===== src/cbcs_pkg.sv =====
// Shared types and constants for the cubic Bezier curve sampler.
package cbcs_pkg;

  localparam int PC_W = 7;
  localparam logic [PC_W-1:0] PC_RESET = 7'd16;
  localparam int PC_MIN = 2;
  localparam int IDX_W = 6;

  typedef enum logic [1:0] {
    ST_IDLE,
    ST_DIV,
    ST_RUN
  } cbcs_state_t;

  typedef struct packed {
    logic             valid;
    logic             last;
    logic [IDX_W-1:0] index;
  } cbcs_tag_t;

endpackage


===== src/cbcs_weight.sv =====
// Two-stage Bernstein weight pipeline: t -> (u^2, t^2) -> w0..w3.
module cbcs_weight import cbcs_pkg::*; #(
  parameter int FRAC_BITS = 16
) (
  input  logic                   clk,
  input  logic                   rst_n,
  input  logic                   en,
  input  logic [FRAC_BITS:0]     t_in,
  input  cbcs_tag_t              tag_in,
  output logic [FRAC_BITS+1:0]   w_out [4],
  output cbcs_tag_t              tag_out,
  output logic                   busy
);

  localparam int TW  = FRAC_BITS + 1;
  localparam int WW  = FRAC_BITS + 2;
  localparam int PW  = 2 * FRAC_BITS + 2;
  localparam int P3W = 2 * FRAC_BITS + 3;
  localparam logic [TW-1:0] ONE  = {1'b1, {FRAC_BITS{1'b0}}};
  localparam logic [PW-1:0] HALF = PW'(1) << (FRAC_BITS - 1);

  logic [TW-1:0]  u;
  logic [PW-1:0]  uu_sum, tt_sum;
  logic [TW-1:0]  uu_r, tt_r, t1_r, u1_r;
  cbcs_tag_t      tag1_r, tag2_r;
  logic [PW-1:0]  m0, m1, m2, m3;
  logic [PW-1:0]  s0, s3;
  logic [P3W-1:0] s1, s2;
  logic [WW-1:0]  w_r [4];

  // stage 1: squares
  always_comb begin
    u      = ONE - t_in;
    uu_sum = PW'(u) * PW'(u) + HALF;
    tt_sum = PW'(t_in) * PW'(t_in) + HALF;
  end

  always_ff @(posedge clk) begin
    if (!rst_n) begin
      tag1_r <= '0;
    end else if (en) begin
      tag1_r <= tag_in;
    end
    if (en) begin
      uu_r <= uu_sum[2*FRAC_BITS:FRAC_BITS];
      tt_r <= tt_sum[2*FRAC_BITS:FRAC_BITS];
      t1_r <= t_in;
      u1_r <= u;
    end
  end

  // stage 2: cubes, middle terms scaled by 3
  always_comb begin
    m0 = PW'(uu_r) * PW'(u1_r);
    m1 = PW'(uu_r) * PW'(t1_r);
    m2 = PW'(tt_r) * PW'(u1_r);
    m3 = PW'(tt_r) * PW'(t1_r);
    s0 = m0 + HALF;
    s3 = m3 + HALF;
    s1 = (P3W'(m1) << 1) + P3W'(m1) + P3W'(HALF);
    s2 = (P3W'(m2) << 1) + P3W'(m2) + P3W'(HALF);
  end

  always_ff @(posedge clk) begin
    if (!rst_n) begin
      tag2_r <= '0;
    end else if (en) begin
      tag2_r <= tag1_r;
    end
    if (en) begin
      w_r[0] <= WW'(s0[2*FRAC_BITS:FRAC_BITS]);
      w_r[1] <= s1[2*FRAC_BITS+1:FRAC_BITS];
      w_r[2] <= s2[2*FRAC_BITS+1:FRAC_BITS];
      w_r[3] <= WW'(s3[2*FRAC_BITS:FRAC_BITS]);
    end
  end

  assign w_out   = w_r;
  assign tag_out = tag2_r;
  assign busy    = tag1_r.valid || tag2_r.valid;

endmodule


===== config.mk =====
export PLATFORM = sky130hd
export DESIGN_NAME = cbcs_weight
export DESIGN_NICKNAME = d
export VERILOG_FILES = /design/src/cbcs_pkg.sv /design/src/cbcs_weight.sv
export SDC_FILE = /design/constraint.sdc
export NUM_CORES = 2
export LEC_CHECK = 0
export BUFFER_PORTS_ARGS = -buffer_cell sky130_fd_sc_hd__buf_4
export CORE_ASPECT_RATIO = 0.5
export CORE_UTILIZATION = 60
export DETAILED_ROUTE_END_ITERATION = 8
export GPL_ROUTABILITY_DRIVEN = 1
export PLACE_DENSITY_LB_ADDON = 0.25
export SLEW_MARGIN = 20
export SYNTH_ARGS = -nofsm -noshare
export SYNTH_HDL_FRONTEND = slang
export SYNTH_SLANG_ARGS = --single-unit

===== constraint.sdc =====
create_clock -name clk -period 16.3 [get_ports clk]
set_input_delay 1.63 -clock clk [delete_from_list [all_inputs] [get_ports clk]]
set_output_delay 1.63 -clock clk [all_outputs]
set_load 0.01 [all_outputs]

# Word level (Yosys, flattened, before mapping)
# Index checks and enable logic that the tools add are counted.
# op_classes
add_sub_neg	9
n_mul	6
n_reduce_logical	1
# op_table
operator	n
adder 33 x 16 -> 33 bit, second input constant	4
multiplier 17 x 17 -> 33 bit	4
adder 34 x 16 -> 34 bit, second input constant	2
adder 34 bit	2
multiplier 17 x 17 -> 34 bit	2
subtractor 17 bit, first input constant	1
logical OR 1 bit	1
# word_totals
ff_bits	154
elab_cells	30

# Logic depth before layout (Yosys ltp)
# logic_depth
word_depth	3
ltp_mapped	38
depth_no_buf	37

# Worst setup path before layout
# Ideal clock, no wire load.
# synth_timing
path_type	in2reg
from	input port t_in[0]
to	register uu_r[16] (data pin)
setup_time_ns	0.260
arrival_time_ns	8.871
required_ns	16.040
path_slack_ns	7.169
stages	31
n_path_buf	1
cell_sequence	inv_1 -> clkbuf_1 -> ha_1 -> nand3b_1 -> or3_1 -> nor2_1 -> nand2_1 -> xnor2_2 -> inv_2 -> nand2_1 -> inv_1 -> fa_1 -> inv_1 -> fa_1 -> inv_1 -> fa_1 -> inv_1 -> fa_1 -> fa_1 -> inv_1 -> fa_1 -> ha_1 -> a211o_1 -> o32a_1 -> or2_1 -> o211a_1 -> o311ai_1 -> a31oi_1 -> a211o_1 -> a21oi_2 -> xnor2_1
# synth_between
elab_chain_cells	3
# synth_rtl
element	line	text
start, declared	cbcs_weight.sv:8	input logic [FRAC_BITS:0] t_in,
subtractor 17 bit	cbcs_weight.sv:33	u = ONE - t_in;
net u[14]	cbcs_weight.sv:22	logic [TW-1:0] u;
multiplier 17 x 17 -> 33 bit	cbcs_weight.sv:34	uu_sum = PW'(u) * PW'(u) + HALF;
adder 33 x 16 -> 33 bit	cbcs_weight.sv:34	
net uu_sum[32]	cbcs_weight.sv:23	logic [PW-1:0] uu_sum, tt_sum;
end signal, assigned	cbcs_weight.sv:45	uu_r <= uu_sum[2*FRAC_BITS:FRAC_BITS];
end, declared	cbcs_weight.sv:24	logic [TW-1:0] uu_r, tt_r, t1_r, u1_r;
# The timed path passes the listed nets, and every way through them passes these cells.
# A chain may end at the register's enable or synchronous reset.

# Worst setup path after layout
# layout_timing
from	input port t_in[1]
to	register uu_r[16] (data pin)
# layout_between
elab_chain_cells	3
# layout_rtl
element	line
subtractor 17 bit	cbcs_weight.sv:33
multiplier 17 x 17 -> 33 bit	cbcs_weight.sv:34
adder 33 x 16 -> 33 bit	cbcs_weight.sv:34
net uu_sum[32]	cbcs_weight.sv:23
# The timed path passes the listed nets, and every way through them passes these cells.

==> impl_metrics.toml <==
[placed_design]
place.gp.congestion = 0.896
dpl_worst_slack_ns = 6.01
io_buffers = 106
placed_cell_area_sq_um = 61800
placedCellCount = 7692
hpwl_mm = 112

[cells_and_area]
fin_cells = 7724
diodes = 0
nFillCells = 8050
layout_commonest_cell = "inv_1"
layout-drive-gt1-share_pct = 3.99
multi_input_area_sq_um = 48200
regArea_sq_um = 4430
final_area_sq_um = 62400
final_cell_mix = "inv_1 (1,629), fa_1 (1,281), nand2_1 (820), ha_1 (780), and2_1 (542)"
area_delta_synth_final_pct = 4.59
finalNetCount = 8472

[yosys]
synth_cell_types = 79
synthCells = 6433
synth-edff-count = 137
synth.avg_cell_area_sq_um = 9.28
synth_seq_area_share_pct = 7.43
ys_warn_count = 0
ys_seq_elements = 153
netlist_area_sq_um = 59700
ys.flop_type = "edfxtp_1"
postSynth.asyncResetShare_pct = 0

[critical_path]
reg2reg_depth = 32
timing.rr.end = "w_out[35]"
cp_slowest_cell = "xnor2_1"
critical_path.startpoint_type = "primary input"
worst-r2r-setup-slack_ns = 6.81
cp.arrival_ns = 10.06
crit_path_end_kind = "flip-flop"
cpMostUsedCell = "fa_1"
worstReg2RegStart = "u1_r[3]"
worstPathMaxFanout = 15
critical_path.max_stage_delay_ns = 0.68
crit_start = "t_in[1]"
required_ns = 16.59
path_class = "primary input to flip-flop"

[route]
drt_first_pass_iters = 5
dr_total_vias = 42700
wl_per_cell_microns = 18.8
postRouteWirelength_mm = 146
drt_iter0_markers = 3194
detail-route-antenna-nets = 0
drc = 0
vias_per_cell = 5.52

[timing]
hold_violations = 0
worst_pin_slew_ns = 0.966
rsz0062_at_grt = "false"
period_minus_slack_ns = 9.77
fin_ws_ns = 6.53
relSlewSlack_pct = 35.1
fmax_mhz = 102
drv_slew = 0
setup_viol = 0
tns_ns = 0
skew_ns = 0.0221
finalCritPeriodShare_pct = 59.9

[grt]
grt_usage_pct = 30.5
overflow = 0
grt_busiest_layer = "met2"
met3_usage_pct = 5.78
use_met2_pct = 49.7
use_met1_pct = 42.0
first_global_vias = 46900
grt_max_degree = 65
grt_pass1_wl_mm = 241
antenna_found_initial = 3

[clock_network]
insertion_delay_ns = 0.55
cts_tree = "done"
cts_buffers = 17
clock-sinks = 153
cts_resized = 0
cts_hold_buf = 0
root_buffer = "clkbuf_16"
cts_setup_buffers = 0
clkSlewWorstSetupHoldPaths_ns = 0.08
h-tree-depth = 4
clk_path_buf_depth = 2

[floorplan]
die-area_sq_um = 101000
die_h_microns = 225
rows = 81
core_sq_um = 98100
start_util_pct = 60.9
pin_count = 109
die_x_microns = 448

[worst_hold_path]
hp-class = "flip-flop to flip-flop"
hold_start = "tag1_r[3]"
min_path_cells = 2
holdPathEnd = "tag1_r[3]"

[run_status]
status = "finished clean"

[flow_run]
maxCapViolations = 0
flip-flops by register name, indices dropped and copies added, names as in the netlist:
| name | cells |
|---|---|
| tt_r | 17 |
| uu_r | 17 |
| tag_out | 8 |
| u1_r | 16 |
| t1_r | 17 |
| tag1_r | 8 |
| w_out | 70 |
layout make-up:
class                           instances  share of cell area, %
Tap cell                             1328                   2.66
Clock buffer                           17                  0.681
Clock inverter                         15                  0.331
Inverter                             1638                   9.85
Timing Repair Buffer                  187                   2.25
Sequential cell                       153                   7.10
Multi-Input combinational cell       4386                   77.1
through the flow:
step	hold slack [ns]	util [%]
2_1_floorplan	0.482	-
3_3_place_gp	0.497	63.0
3_5_place_dp	0.506	63.0
4_1_cts	0.529	63.6
5_1_grt	0.557	63.6
6_report	0.521	63.6
kinds of logic after synthesis:
logic type	Yosys count	synth area share, %
buffers and inverters	1895	11.9
DFF	153	7.43
other	1	0.00628
adders and majority gates	2061	59.3
and+or+nand+nor	1716	13.7
muxes	17	0.287
AOI/OAI and AO/OA	390	4.32
xor gates and xnor gates	200	2.98
critical path, delay by kind of cell:
| family | cells | cell delay (ns) |
|---|---|---|
| adders and majority gates | 8 | 3.48 |
| AOI/OAI and AO/OA | 7 | 1.89 |
| and+or+nand+nor | 6 | 1.36 |
| buffers and inverters | 6 | 0.93 |
| xor gates and xnor gates | 2 | 0.75 |
per-layer routing:
| layer | share of wire (%) | routed length (microns) |
|---|---|---|
| met5 | 0 | 0 |
| met4 | 2.5 | 3600 |
| met3 | 8.9 | 12900 |
| met2 | 47 | 68000 |
| met1 | 42 | 61000 |
worst max-delay path by stage:
stage,endpoint,depth (start not counted)
detailed placement,uu_r[16],29
global placement,uu_r[16],29
global route,uu_r[16],29
CTS,uu_r[16],29
finish,uu_r[16],29
floorplan,uu_r[16],31
cells in the mapped netlist (10+ instances only):
| cell | n | area share, % |
|---|---|---|
| inv_1 | 1629 | 10 |
| fa_1 | 1281 | 43 |
| nand2_1 | 820 | 5.2 |
| ha_1 | 780 | 16 |
| and2_1 | 542 | 5.7 |
| clkbuf_1 | 255 | 1.6 |
| nor2_1 | 173 | 1.1 |
| xnor2_1 | 138 | 2.0 |
| edfxtp_1 | 137 | 6.9 |
| a21oi_1 | 121 | 1.0 |
| xor2_1 | 59 | 0.87 |
| a21o_1 | 56 | 0.70 |
| o21ai_0 | 51 | 0.43 |
| nor2b_1 | 42 | 0.44 |
| nor3_1 | 34 | 0.29 |
| o21a_1 | 28 | 0.35 |
| nand3_1 | 26 | 0.22 |
| dfxtp_1 | 16 | 0.54 |
| mux2i_1 | 16 | 0.27 |
| nand2b_1 | 16 | 0.17 |
| o211ai_1 | 16 | 0.20 |
| and3_1 | 15 | 0.16 |
| o21ai_1 | 15 | 0.13 |
| a211oi_1 | 14 | 0.18 |
| nand4_1 | 14 | 0.15 |
| o21bai_1 | 14 | 0.18 |
| a31oi_1 | 11 | 0.12 |
| or2_2 | 10 | 0.10 |
Power is left out: the tool's default activity adds up to more than one toggle a clock period on the data nets, which glitch-free logic cannot reach.
