--- src/cbcs_div.sv ---
// Restoring divider, one quotient bit per cycle: 2^FRAC_BITS / divisor.
module cbcs_div #(
  parameter int FRAC_BITS = 16,
  parameter int DW        = 7
) (
  input  logic                 clk,
  input  logic                 rst_n,
  input  logic                 start,
  input  logic [DW-1:0]        divisor,
  output logic                 done,
  output logic [FRAC_BITS:0]   quot,
  output logic [DW-1:0]        rem
);

  localparam int CTW = $clog2(FRAC_BITS + 1);

  logic [CTW-1:0]     cnt_r, cnt_nxt;
  logic               busy_r, busy_nxt;
  logic               done_r, done_nxt;
  logic [DW-1:0]      rem_r, rem_nxt;
  logic [FRAC_BITS:0] quot_r, quot_nxt;
  logic [DW:0]        shifted;
  logic [DW:0]        diff;
  logic               ge;

  always_comb begin
    shifted = {rem_r, (cnt_r == CTW'(FRAC_BITS))};
    ge      = shifted >= {1'b0, divisor};
    diff    = shifted - {1'b0, divisor};

    busy_nxt = busy_r;
    done_nxt = 1'b0;
    cnt_nxt  = cnt_r;
    rem_nxt  = rem_r;
    quot_nxt = quot_r;
    if (start) begin
      busy_nxt = 1'b1;
      cnt_nxt  = CTW'(FRAC_BITS);
      rem_nxt  = '0;
    end else if (busy_r) begin
      rem_nxt  = ge ? diff[DW-1:0] : shifted[DW-1:0];
      quot_nxt = {quot_r[FRAC_BITS-1:0], ge};
      if (cnt_r == '0) begin
        busy_nxt = 1'b0;
        done_nxt = 1'b1;
      end else begin
        cnt_nxt = cnt_r - 1'b1;
      end
    end
  end

  always_ff @(posedge clk) begin
    if (!rst_n) begin
      busy_r <= 1'b0;
      done_r <= 1'b0;
      cnt_r  <= '0;
    end else begin
      busy_r <= busy_nxt;
      done_r <= done_nxt;
      cnt_r  <= cnt_nxt;
    end
    rem_r  <= rem_nxt;
    quot_r <= quot_nxt;
  end

  assign done = done_r;
  assign quot = quot_r;
  assign rem  = rem_r;

endmodule

--- config.mk ---
export PLATFORM = sky130hd
export DESIGN_NAME = cbcs_div
export DESIGN_NICKNAME = d
export VERILOG_FILES = /design/src/cbcs_div.sv
export SDC_FILE = /design/constraint.sdc
export NUM_CORES = 1
export LEC_CHECK = 0
export ABC_AREA = 1
export BUFFER_PORTS_ARGS = -buffer_cell sky130_fd_sc_hd__buf_2
export CAP_MARGIN = 10
export CORE_UTILIZATION = 40
export CTS_CLUSTER_DIAMETER = 150
export CTS_CLUSTER_SIZE = 28
export DETAILED_ROUTE_END_ITERATION = 16
export SLEW_MARGIN = 15
export SYNTH_ARGS = -nofsm -noshare
export SYNTH_HDL_FRONTEND = slang
export SYNTH_SLANG_ARGS = --single-unit
--- constraint.sdc ---
create_clock -name clk -period 1.9 [get_ports clk]
set_input_delay 0.095 -clock clk [delete_from_list [all_inputs] [get_ports clk]]
set_output_delay 0.095 -clock clk [all_outputs]
set_load 0.01 [all_outputs]
== After elaboration in Yosys (flattened, before gate mapping) ==
Cells that the tools add are included.
Storage, ports and cells
  bits in writable memories: 0
  memories kept: 0
  bits of input ports: 10
  ROM bits: 0
  latch bits: 0
  bits in registers: 31
  logic and storage cells: 30
Operators by class
  multiply operators: 0
  divide/modulo/power cells: 0
  eq/ne operators: 2
  multiplexer cells: 8
  bitwise logic cells: 4
  reductions and logical operators: 7
  add/subtract/negate cells: 2
  $lt $le $gt $ge: 1
  shifts and indexed selects: 0
Operator list (number)
  2-to-1 mux 5 bit: 3
  greater-or-equal comparator 8 x 7 -> 1 bit: 1
  2-to-1 mux 7 bit: 1
  subtractor 7 bit: 1
  AND reduction 2 bit: 3
  == test 5 bit (second input constant): 1
  logical NOT 5 bit: 1
  subtractor 5 x 1 -> 5 bit (second input constant): 1
  2-to-1 mux 1 bit: 4
  NOT 1 bit: 4
  OR reduction 3 bit: 1
  inequality test 2 bit (second input constant): 1
  nonzero test 2 bit: 1
  OR reduction 2 bit: 1

== Depth between registers and ports, before layout ==
Gate-level depths: netlist (run 1).
  word-level depth: 4
  mapped depth: 14
  mapped depth without buffers: 14

== Least setup slack after synthesis (run 1) ==
Ideal clock, no wire load.
  kind: register to register
  from: reg cnt_r[0]
  to: reg rem_r[5], in the netlist rem[5]
  buffers on the path: 0
  arrival time: 1913 ps
  cell stages (with the launch flop): 15
  slack: -72 ps
  path through: dfxtp_1 inv_1 ha_1 nand3_1 ha_1 fa_1 inv_1 nand2_1 nand2_1 nand2_1 nand2_1 nand2_1 nand3b_1 nand3_1 nand2_1
On the way
  longest elaborated chain between the ends: 3
  elaborated cells between the ends (all ways): 4
  classes of those cells: add/sub: 1; order compare: 1; eq/ne: 1; mux: 1
RTL lines
  start: declaration: line 17  | logic [CTW-1:0] cnt_r, cnt_nxt;
  start signal: assignment: line 60  | cnt_r <= cnt_nxt;
  == test 5 bit *: line 27  | shifted = {rem_r, (cnt_r == CTW'(FRAC_BITS))};
  subtractor 7 bit / greater-or-equal comparator 8 x 7 -> 1 bit (equally long branches): line 29, 28
  2-to-1 mux 7 bit *: line 41  | rem_nxt = ge ? diff[DW-1:0] : shifted[DW-1:0];
  end signal: assignment: line 62  | rem_r <= rem_nxt;
  end: declaration: line 20  | logic [DW-1:0] rem_r, rem_nxt;
Every way passes the cells marked *; elsewhere a longest branch is shown, timed or not.
A chain may end at the register's enable or synchronous reset.

== Worst setup path after layout (run 1) ==
  from: reg cnt_r[1]
  to: reg rem_r[5], in the netlist rem[5]
On the way
  longest elaborated chain between the ends: 3
  elaborated cells between the ends (all ways): 4
  classes of those cells: add/sub: 1; order compare: 1; eq/ne: 1; mux: 1
RTL lines
  == test 5 bit: line 27
  greater-or-equal comparator 8 x 7 -> 1 bit: line 28  | ge = shifted >= {1'b0, divisor};
  via ge: line 24  | logic ge;
  2-to-1 mux 7 bit: line 41
The timed path passes the listed nets, and every way through them passes these cells.

==> results.md, run 1 <==
- Initial Util: about 42%
- Largest buffer count on any clock path: 2
- Failing checks: setup timing
- EDFF count, synth: 17
- Core box area: roughly 3700 um2
- Antenna-violating nets left: 0
- Wirelength per Cell: ~12 um
- Register area share after synthesis: between 50% and 60%
- Synth warn: 0
- Critical path arrival: 2.08 ns
- Final setup violation count: 1
- RePlAce Congestion: between 0.8 and 0.9
- Max FO, Critical Path: 8
- R2R depth: 13
- Chip width: 64.63 um
- Global-route wire length before repair: between 5 and 6 mm
- DP Wirelength: around 2.3 mm
- GR Overflow Total: 0
- Yosys reg bits: 31
- Crit. Startpoint: cnt_r[1]
- Max_slew headroom: 48.38%
- Crit Path Category: reg2reg
- Clock transition at the registers of the reported paths: around 0.060 ns
- TritonCTS Sinks: 31
- CTS tree: built
- Initial antenna violation count: 0
- Largest net degree at the start of global routing: 25
- Mapped cell area: 1569 um2
- Maximum clock rate: approximately 520 MHz
- R2R Setup Slk: -0.009 ns
- Post-layout min period: 1.909 ns
- Initial DRT Pass Iterations: 4
- Pre-CTS WS: -0.08077 ns
- Worst Setup EP: rem[5]
- Vias per cell: 4.739
- Port bufs: 34
- Worst Skew: 0.002993 ns
- Synth unique cells: 25
- Status: finished with violations
- Drt drc: 0
- Routed WL: 3.238 mm
- Clock Latency Late Sink: 0.28 ns
- Commonest non-fill, non-tap cell in the layout: nand2_1
- Vias in the first global route: 1200
- Unrepaired setup endpoints after global routing: true
- H-tree levels: 2
- Fillers: 359
- Slack of the critical path: -0.009031 ns
- Max-cap violations: 0
- Tot GR Track Use: 17.29%
- Most used DFF post-synth: edfxtp_1
- Worst slew pin tran: between 0.7 and 0.8 ns
- Final instance area: 2066 um2
- Inst Count DP: between 200 and 300
- Crit end category: register
- Critical Path RT: 2.07 ns
- Io pins: 35
- Leakage dissipation: 1.019 nW
- Final core occ: 55.59%
- Hold crit path type: in2reg
- Placed Area: ~1900 um2
- Area Growth Syn to Fin: 31.66%
- WHS: 0.02604 ns
- CTS root buf: clkbuf_8
- Slew Limit Fails: 0
- Syn Inst Count: 179
- DR vias: 1327
- Startpoint types: register
- Die footprint: 4177 um2
- Power density over the cells: ~740 nW/um2
- Final Hold Violating Endpoints: 0
- Inserted Clock Buffers: 5
- Syn_area_per_cell: 8.765 um2
- N_diodes: 0
- Async set-reset flop share out of synthesis: 0%
- Die height: 64.63 um
- Fraction of layout cells with a size suffix above 1: approximately 34%
- Mapped Nets: slightly below 200
- Site Rows: 22
- Commonest non-fill, non-tap cells in the layout: 47 x nand2_1, 34 x buf_2, 26 x inv_1
- Final nets: approximately 250
- Final worst path period share: 100.5%
- Final std cells w/o fill: between 200 and 300
- Worst R2R Start: cnt_r[1]
- Initial DRC Count: 78
- RR Endpoint: rem[5]
- VDD IR-drop max: 0.0005457 V
==> layout make-up <==
cell class                 instances  area [um2]  share of cell area, %
clock buffer                       7       86.33                  4.179
sequential                        31       793.3                  38.40
inverter                          30       112.6                  5.451
clock inverter                     1       5.005                 0.2423
timing repair buffer              45       252.7                  12.23
multi-input combinational        118       755.7                  36.58
tap                               48       60.06                  2.907
==> worst min path at each step <==
stage | start | end | slack, ns | cells past startpoint
2_1_floorplan | rst_n | cnt_r[4] | 0.19 | 2
3_3_place_gp | rst_n | cnt_r[4] | 0.31 | 3
3_5_place_dp | rst_n | cnt_r[4] | 0.32 | 3
4_1_cts | rst_n | cnt_r[4] | 0.02 | 3
5_1_grt | rst_n | cnt_r[4] | 0.03 | 3
6_report | rst_n | cnt_r[4] | 0.03 | 3
==> layer usage <==
layer,part of all wire [%],GRT usage [%],up-vias
met5,0,0,-
met4,1.6,6.667,0
met3,5.2,5.810,5
met2,49,28.29,37
met1,44,20.87,597
li1,-,-,688
==> per-stage QoR <==
stage | power [W] | TNS (ns)
2_1_floorplan | 0.0009045 | 0
3_3_place_gp | 0.0009861 | -0.2376
3_5_place_dp | 0.0009845 | -0.4584
4_1_cts | 0.001536 | -0.2407
5_1_grt | 0.001606 | -0.9142
6_report | 0.001526 | -0.009031
==> where the power goes <==
part / leakage (nW) / total, W / switching (W) / internal, W
clock network: 0.0482 / 0.000525 / 0.000234 / 0.000292
logic: 0.699 / 0.000252 / 0.000145 / 0.000107
registers: 0.272 / 0.000749 / 0.0000169 / 0.000732
total: 1.02 / 0.00153 / 0.000395 / 0.00113
==> critical path, stage by stage (launching register included) <==
cell and delay, ns:
dfxtp_2 0.32, inv_2 0.07, ha_4 0.15, nand3_4 0.08, ha_4 0.17, fa_2 0.35
inv_2 0.07, nand2_2 0.04, nand2_2 0.08, nand3_2 0.09, nand3_4 0.14, nand3_2 0.09
nand3_2 0.07, nand2_1 0.06
==> timing repair <==
| item | 4_1_cts | 5_1_grt |
|---|---|---|
| hold buffers | 0 | 0 |
| endpoints found under the setup margin | 8 | 8 |
| buffers inserted | 1 | 0 |
| pin swaps | 7 | 9 |
| gates resized for setup | 19 | 2 |
==> flip-flops by register name, summed over array words and instances, names as in the netlist <==
signal  cells
cnt_r       5
done        1
rem         7
quot       17
busy_r      1
==> synth_stat cells, types with 2 or more instances <==
cell type  number  area share, %
nand3b_1        5            2.4
a21oi_1         4            1.3
nand2_1        53             13
xor2_1          2            1.1
dfxtp_1        14             18
nand3_1        18            5.7
nand4_1         3            1.2
nor2_1          9            2.2
nor3_1          2           0.64
o21ai_0         2           0.64
edfxtp_1       17             33
inv_1          29            6.9
ha_1            9            7.2
==> cells by family after synthesis <==
group / Yosys count / share of synthesized area [%]
AND/OR/NAND/NOR: 96 / 28.39
flip-flops: 31 / 50.40
buffers and inverters: 30 / 7.177
adder cells (fa/ha/maj): 10 / 8.453
AO/OA/AOI/OAI: 9 / 3.908
XOR/XNOR: 3 / 1.675
Note: power is estimated with default switching activity, not from simulation.
==> inputs of run 2 (changes only) <==
==> constraint.sdc (replaced) <==
create_clock -name clk -period 1.9 [get_ports clk]
set_input_delay 0.095 -clock clk [delete_from_list [all_inputs] [get_ports clk]]
set_output_delay 0.095 -clock clk [all_outputs]
set_load 0.1 [all_outputs]
==> run 2 against run 1 <==
- the flow still finishes with violations (setup timing)
- sequential share of layout area is 1.4 points lower
- count of clock-buffer cells in the layout decreased by 2
- clock power rose by 18%
- clock skew rose by 0.0085 ns
- first-iteration DRC count up 7.7%
- sequential power about the same
- utilization rose by 2.9 points
- final area rose by 5.1%
- critical endpoint unchanged
- largest cell class unchanged
- largest power group unchanged
==> results.md, run 2 (synthesis gave the netlist of run 1 again) <==
- RePlAce Congestion: 0.8055 (was 0.8453)
- DP Wirelength: 2.596 mm (was 2.319 mm)
- CTS tree: built (unchanged)
- Final core occ: 58.45% (was 55.59%)
- Sequential Power Share: 42.7% (was 49.1%)
- Final setup TNS: -0.09472 ns (was -0.009031 ns)
- N_diodes: 0 (unchanged)
- Largest net degree at the start of global routing: 25 (unchanged)
- Tot GR Track Use: 18.87% (was 17.29%)
- Total power: 0.001757 W (was 0.001526 W)
- Switching Fraction: 29.69% (was 25.90%)
- H-tree levels: 2 (unchanged)
- Max-cap violations: 0 (unchanged)
- Unrepaired setup endpoints after global routing: true (unchanged)
- Final worst path period share: 101.1% (was 100.5%)
- Max FO, Critical Path: 8 (unchanged)
- Antenna-violating nets left: 0 (unchanged)
- Die height: 64.63 um (unchanged)
- Vias in the first global route: 1369 (was 1200)
- Fraction of layout cells with a size suffix above 1: 40.76% (was 33.62%)
- Post-layout min period: 1.922 ns (was 1.909 ns)
- Chip width: 64.63 um (unchanged)
- Clock Latency Late Sink: 0.28 ns (about the same)
- Slack of the critical path: -0.02155 ns (was -0.009031 ns)
- Placed Area: 1869 um2 (was 1882 um2)
- Final setup violation count: 7 (was 1)
- Status: finished with violations (unchanged)
- Critical Path RT: 2.07 ns (about the same)
- WHS: 0.03101 ns (was 0.02604 ns)
- Clk network pwr share: 35.3% (was 34.4%)
- Crit end category: register (unchanged)
- Initial DRC Count: 84 (was 78)
- Clock transition at the registers of the reported paths: 0.07 ns (was 0.06 ns)
- Failing checks: setup timing (unchanged)
- VDD IR-drop max: 0.0005145 V (was 0.0005457 V)
- Critical path arrival: 2.09 ns (was 2.08 ns)
- Initial antenna violation count: 0 (unchanged)
- Area Growth Syn to Fin: 38.44% (was 31.66%)
- Initial DRT Pass Iterations: 4 (unchanged)
- Hold crit path type: in2reg (unchanged)
- Inserted Clock Buffers: 5 (unchanged)
- Worst Skew: 0.01153 ns (was 0.002993 ns)
- Largest buffer count on any clock path: 2 (unchanged)
- Initial Util: 42.22% (unchanged)
- CTS Hold Bufs: 0 (unchanged)
- Drt drc: 0 (unchanged)
- Global-route wire length before repair: 5.927 mm (was 5.340 mm)
- Die footprint: 4177 um2 (unchanged)
- Final nets: 257 (was 251)
- Port bufs: 34 (unchanged)
- Maximum clock rate: 520.4 MHz (was 523.8 MHz)
- Psw: 0.0005216 W (was 0.0003953 W)
- Core box area: 3716 um2 (unchanged)
- Commonest non-fill, non-tap cell in the layout: nand2_1 (unchanged)
- Final Hold Violating Endpoints: 0 (unchanged)
- CTS root buf: clkbuf_8 (unchanged)
- Commonest non-fill, non-tap cells in the layout: 44 x nand2_1, 34 x buf_2, 26 x inv_1 (was 47 x nand2_1, 34 x buf_2, 26 x inv_1)
- DR vias: 1374 (was 1327)
- Crit Path Category: reg2reg (unchanged)
- Final instance area: 2172 um2 (was 2066 um2)
- Slew Limit Fails: 0 (unchanged)
- Internal Pwr Total: 0.001235 W (was 0.001131 W)
- Power density over the cells: 808.8 nW/um2 (was 738.9 nW/um2)
- TritonCTS Sinks: 31 (unchanged)
- GR Overflow Total: 0 (unchanged)
- Max FFs per register: 17 (unchanged)
- Routed WL: 3.592 mm (was 3.238 mm)
- Leakage dissipation: 1.062 nW (was 1.019 nW)
- Wirelength per Cell: 12.56 um (was 11.56 um)
- Combinational Power Share: 21.9% (was 16.5%)
- Max_slew headroom: 43.43% (was 48.38%)
- Site Rows: 22 (unchanged)
- Startpoint types: register (unchanged)
- Worst slew pin tran: 0.8433 ns (was 0.7696 ns)
- Vias per cell: 4.804 (was 4.739)
- Io pins: 35 (unchanged)
==> run 2: per-layer routing <==
| layer | share of wire (%) | up-vias | track usage, % |
|---|---|---|---|
| li1 | - | 698 | - |
| met1 | 42 | 626 | 21.42 |
| met2 | 50 | 37 | 32.11 |
| met3 | 4.5 | 13 | 4.754 |
| met4 | 3.3 | 0 | 10.56 |
| met5 | 0 | - | 0 |
==> run 2: per-stage QoR <==
| stage | cells | setup WS (ns) |
|---|---|---|
| global placement | 268 | -0.06181 |
| floorplan | 179 | 0.008073 |
| finish | 286 | -0.02155 |
| detailed placement | 268 | -0.1308 |
| global route | 286 | -0.1242 |
| CTS | 285 | -0.06627 |
==> run 2: final cells by class <==
cell class                 instances  area [um2]
fill                             360        1544
timing repair buffer              51       297.8
tap                               48       60.06
clock buffer                       5       68.82
multi-input combinational        118       790.8
sequential                        31       803.3
inverter                          30       112.6
clock inverter                     3       38.79
==> run 2: repair_timing <==
item | CTS | global route
pin swaps | 14 | 17
setup endpoints to repair | 8 | 10
gates cloned | 0 | 0
endpoints found under the hold margin | 0 | 0
resized for setup | 15 | 14
buffers inserted | 9 | 3
==> run 2: path summary, 6_finish.rpt <==
kind              startpoint        to  slack [ns]  depth (start not counted)
setup / recovery    cnt_r[0]    rem[5]       -0.02                         13
hold / removal         rst_n  cnt_r[4]        0.03                          3
setup reg to reg    cnt_r[0]    rem[5]       -0.02                         13
hold reg to reg      quot[2]   quot[3]        0.44                          0
==> run 2: worst max-delay path, cell delays in order (launching register included) <==
cell	delay, ns
dfxtp_2	0.32
inv_2	0.07
ha_4	0.15
nand3_4	0.09
ha_4	0.17
fa_2	0.34
inv_2	0.07
nand2_2	0.04
nand2_2	0.08
nand3_2	0.10
nand3_4	0.15
nand3_2	0.09
nand3_2	0.06
nand2_1	0.08
==> run 2: power by group through the flow <==
stage | logic (W) | clock network [W] | registers, W
after floorplan | 0.000137 | 0 | 0.000881
after global placement | 0.000325 | 0 | 0.000761
final | 0.000385 | 0.000621 | 0.000751
after global routing | 0.000417 | 0.000663 | 0.000753
after detailed placement | 0.000330 | 0 | 0.000763
after CTS | 0.000362 | 0.000640 | 0.000750
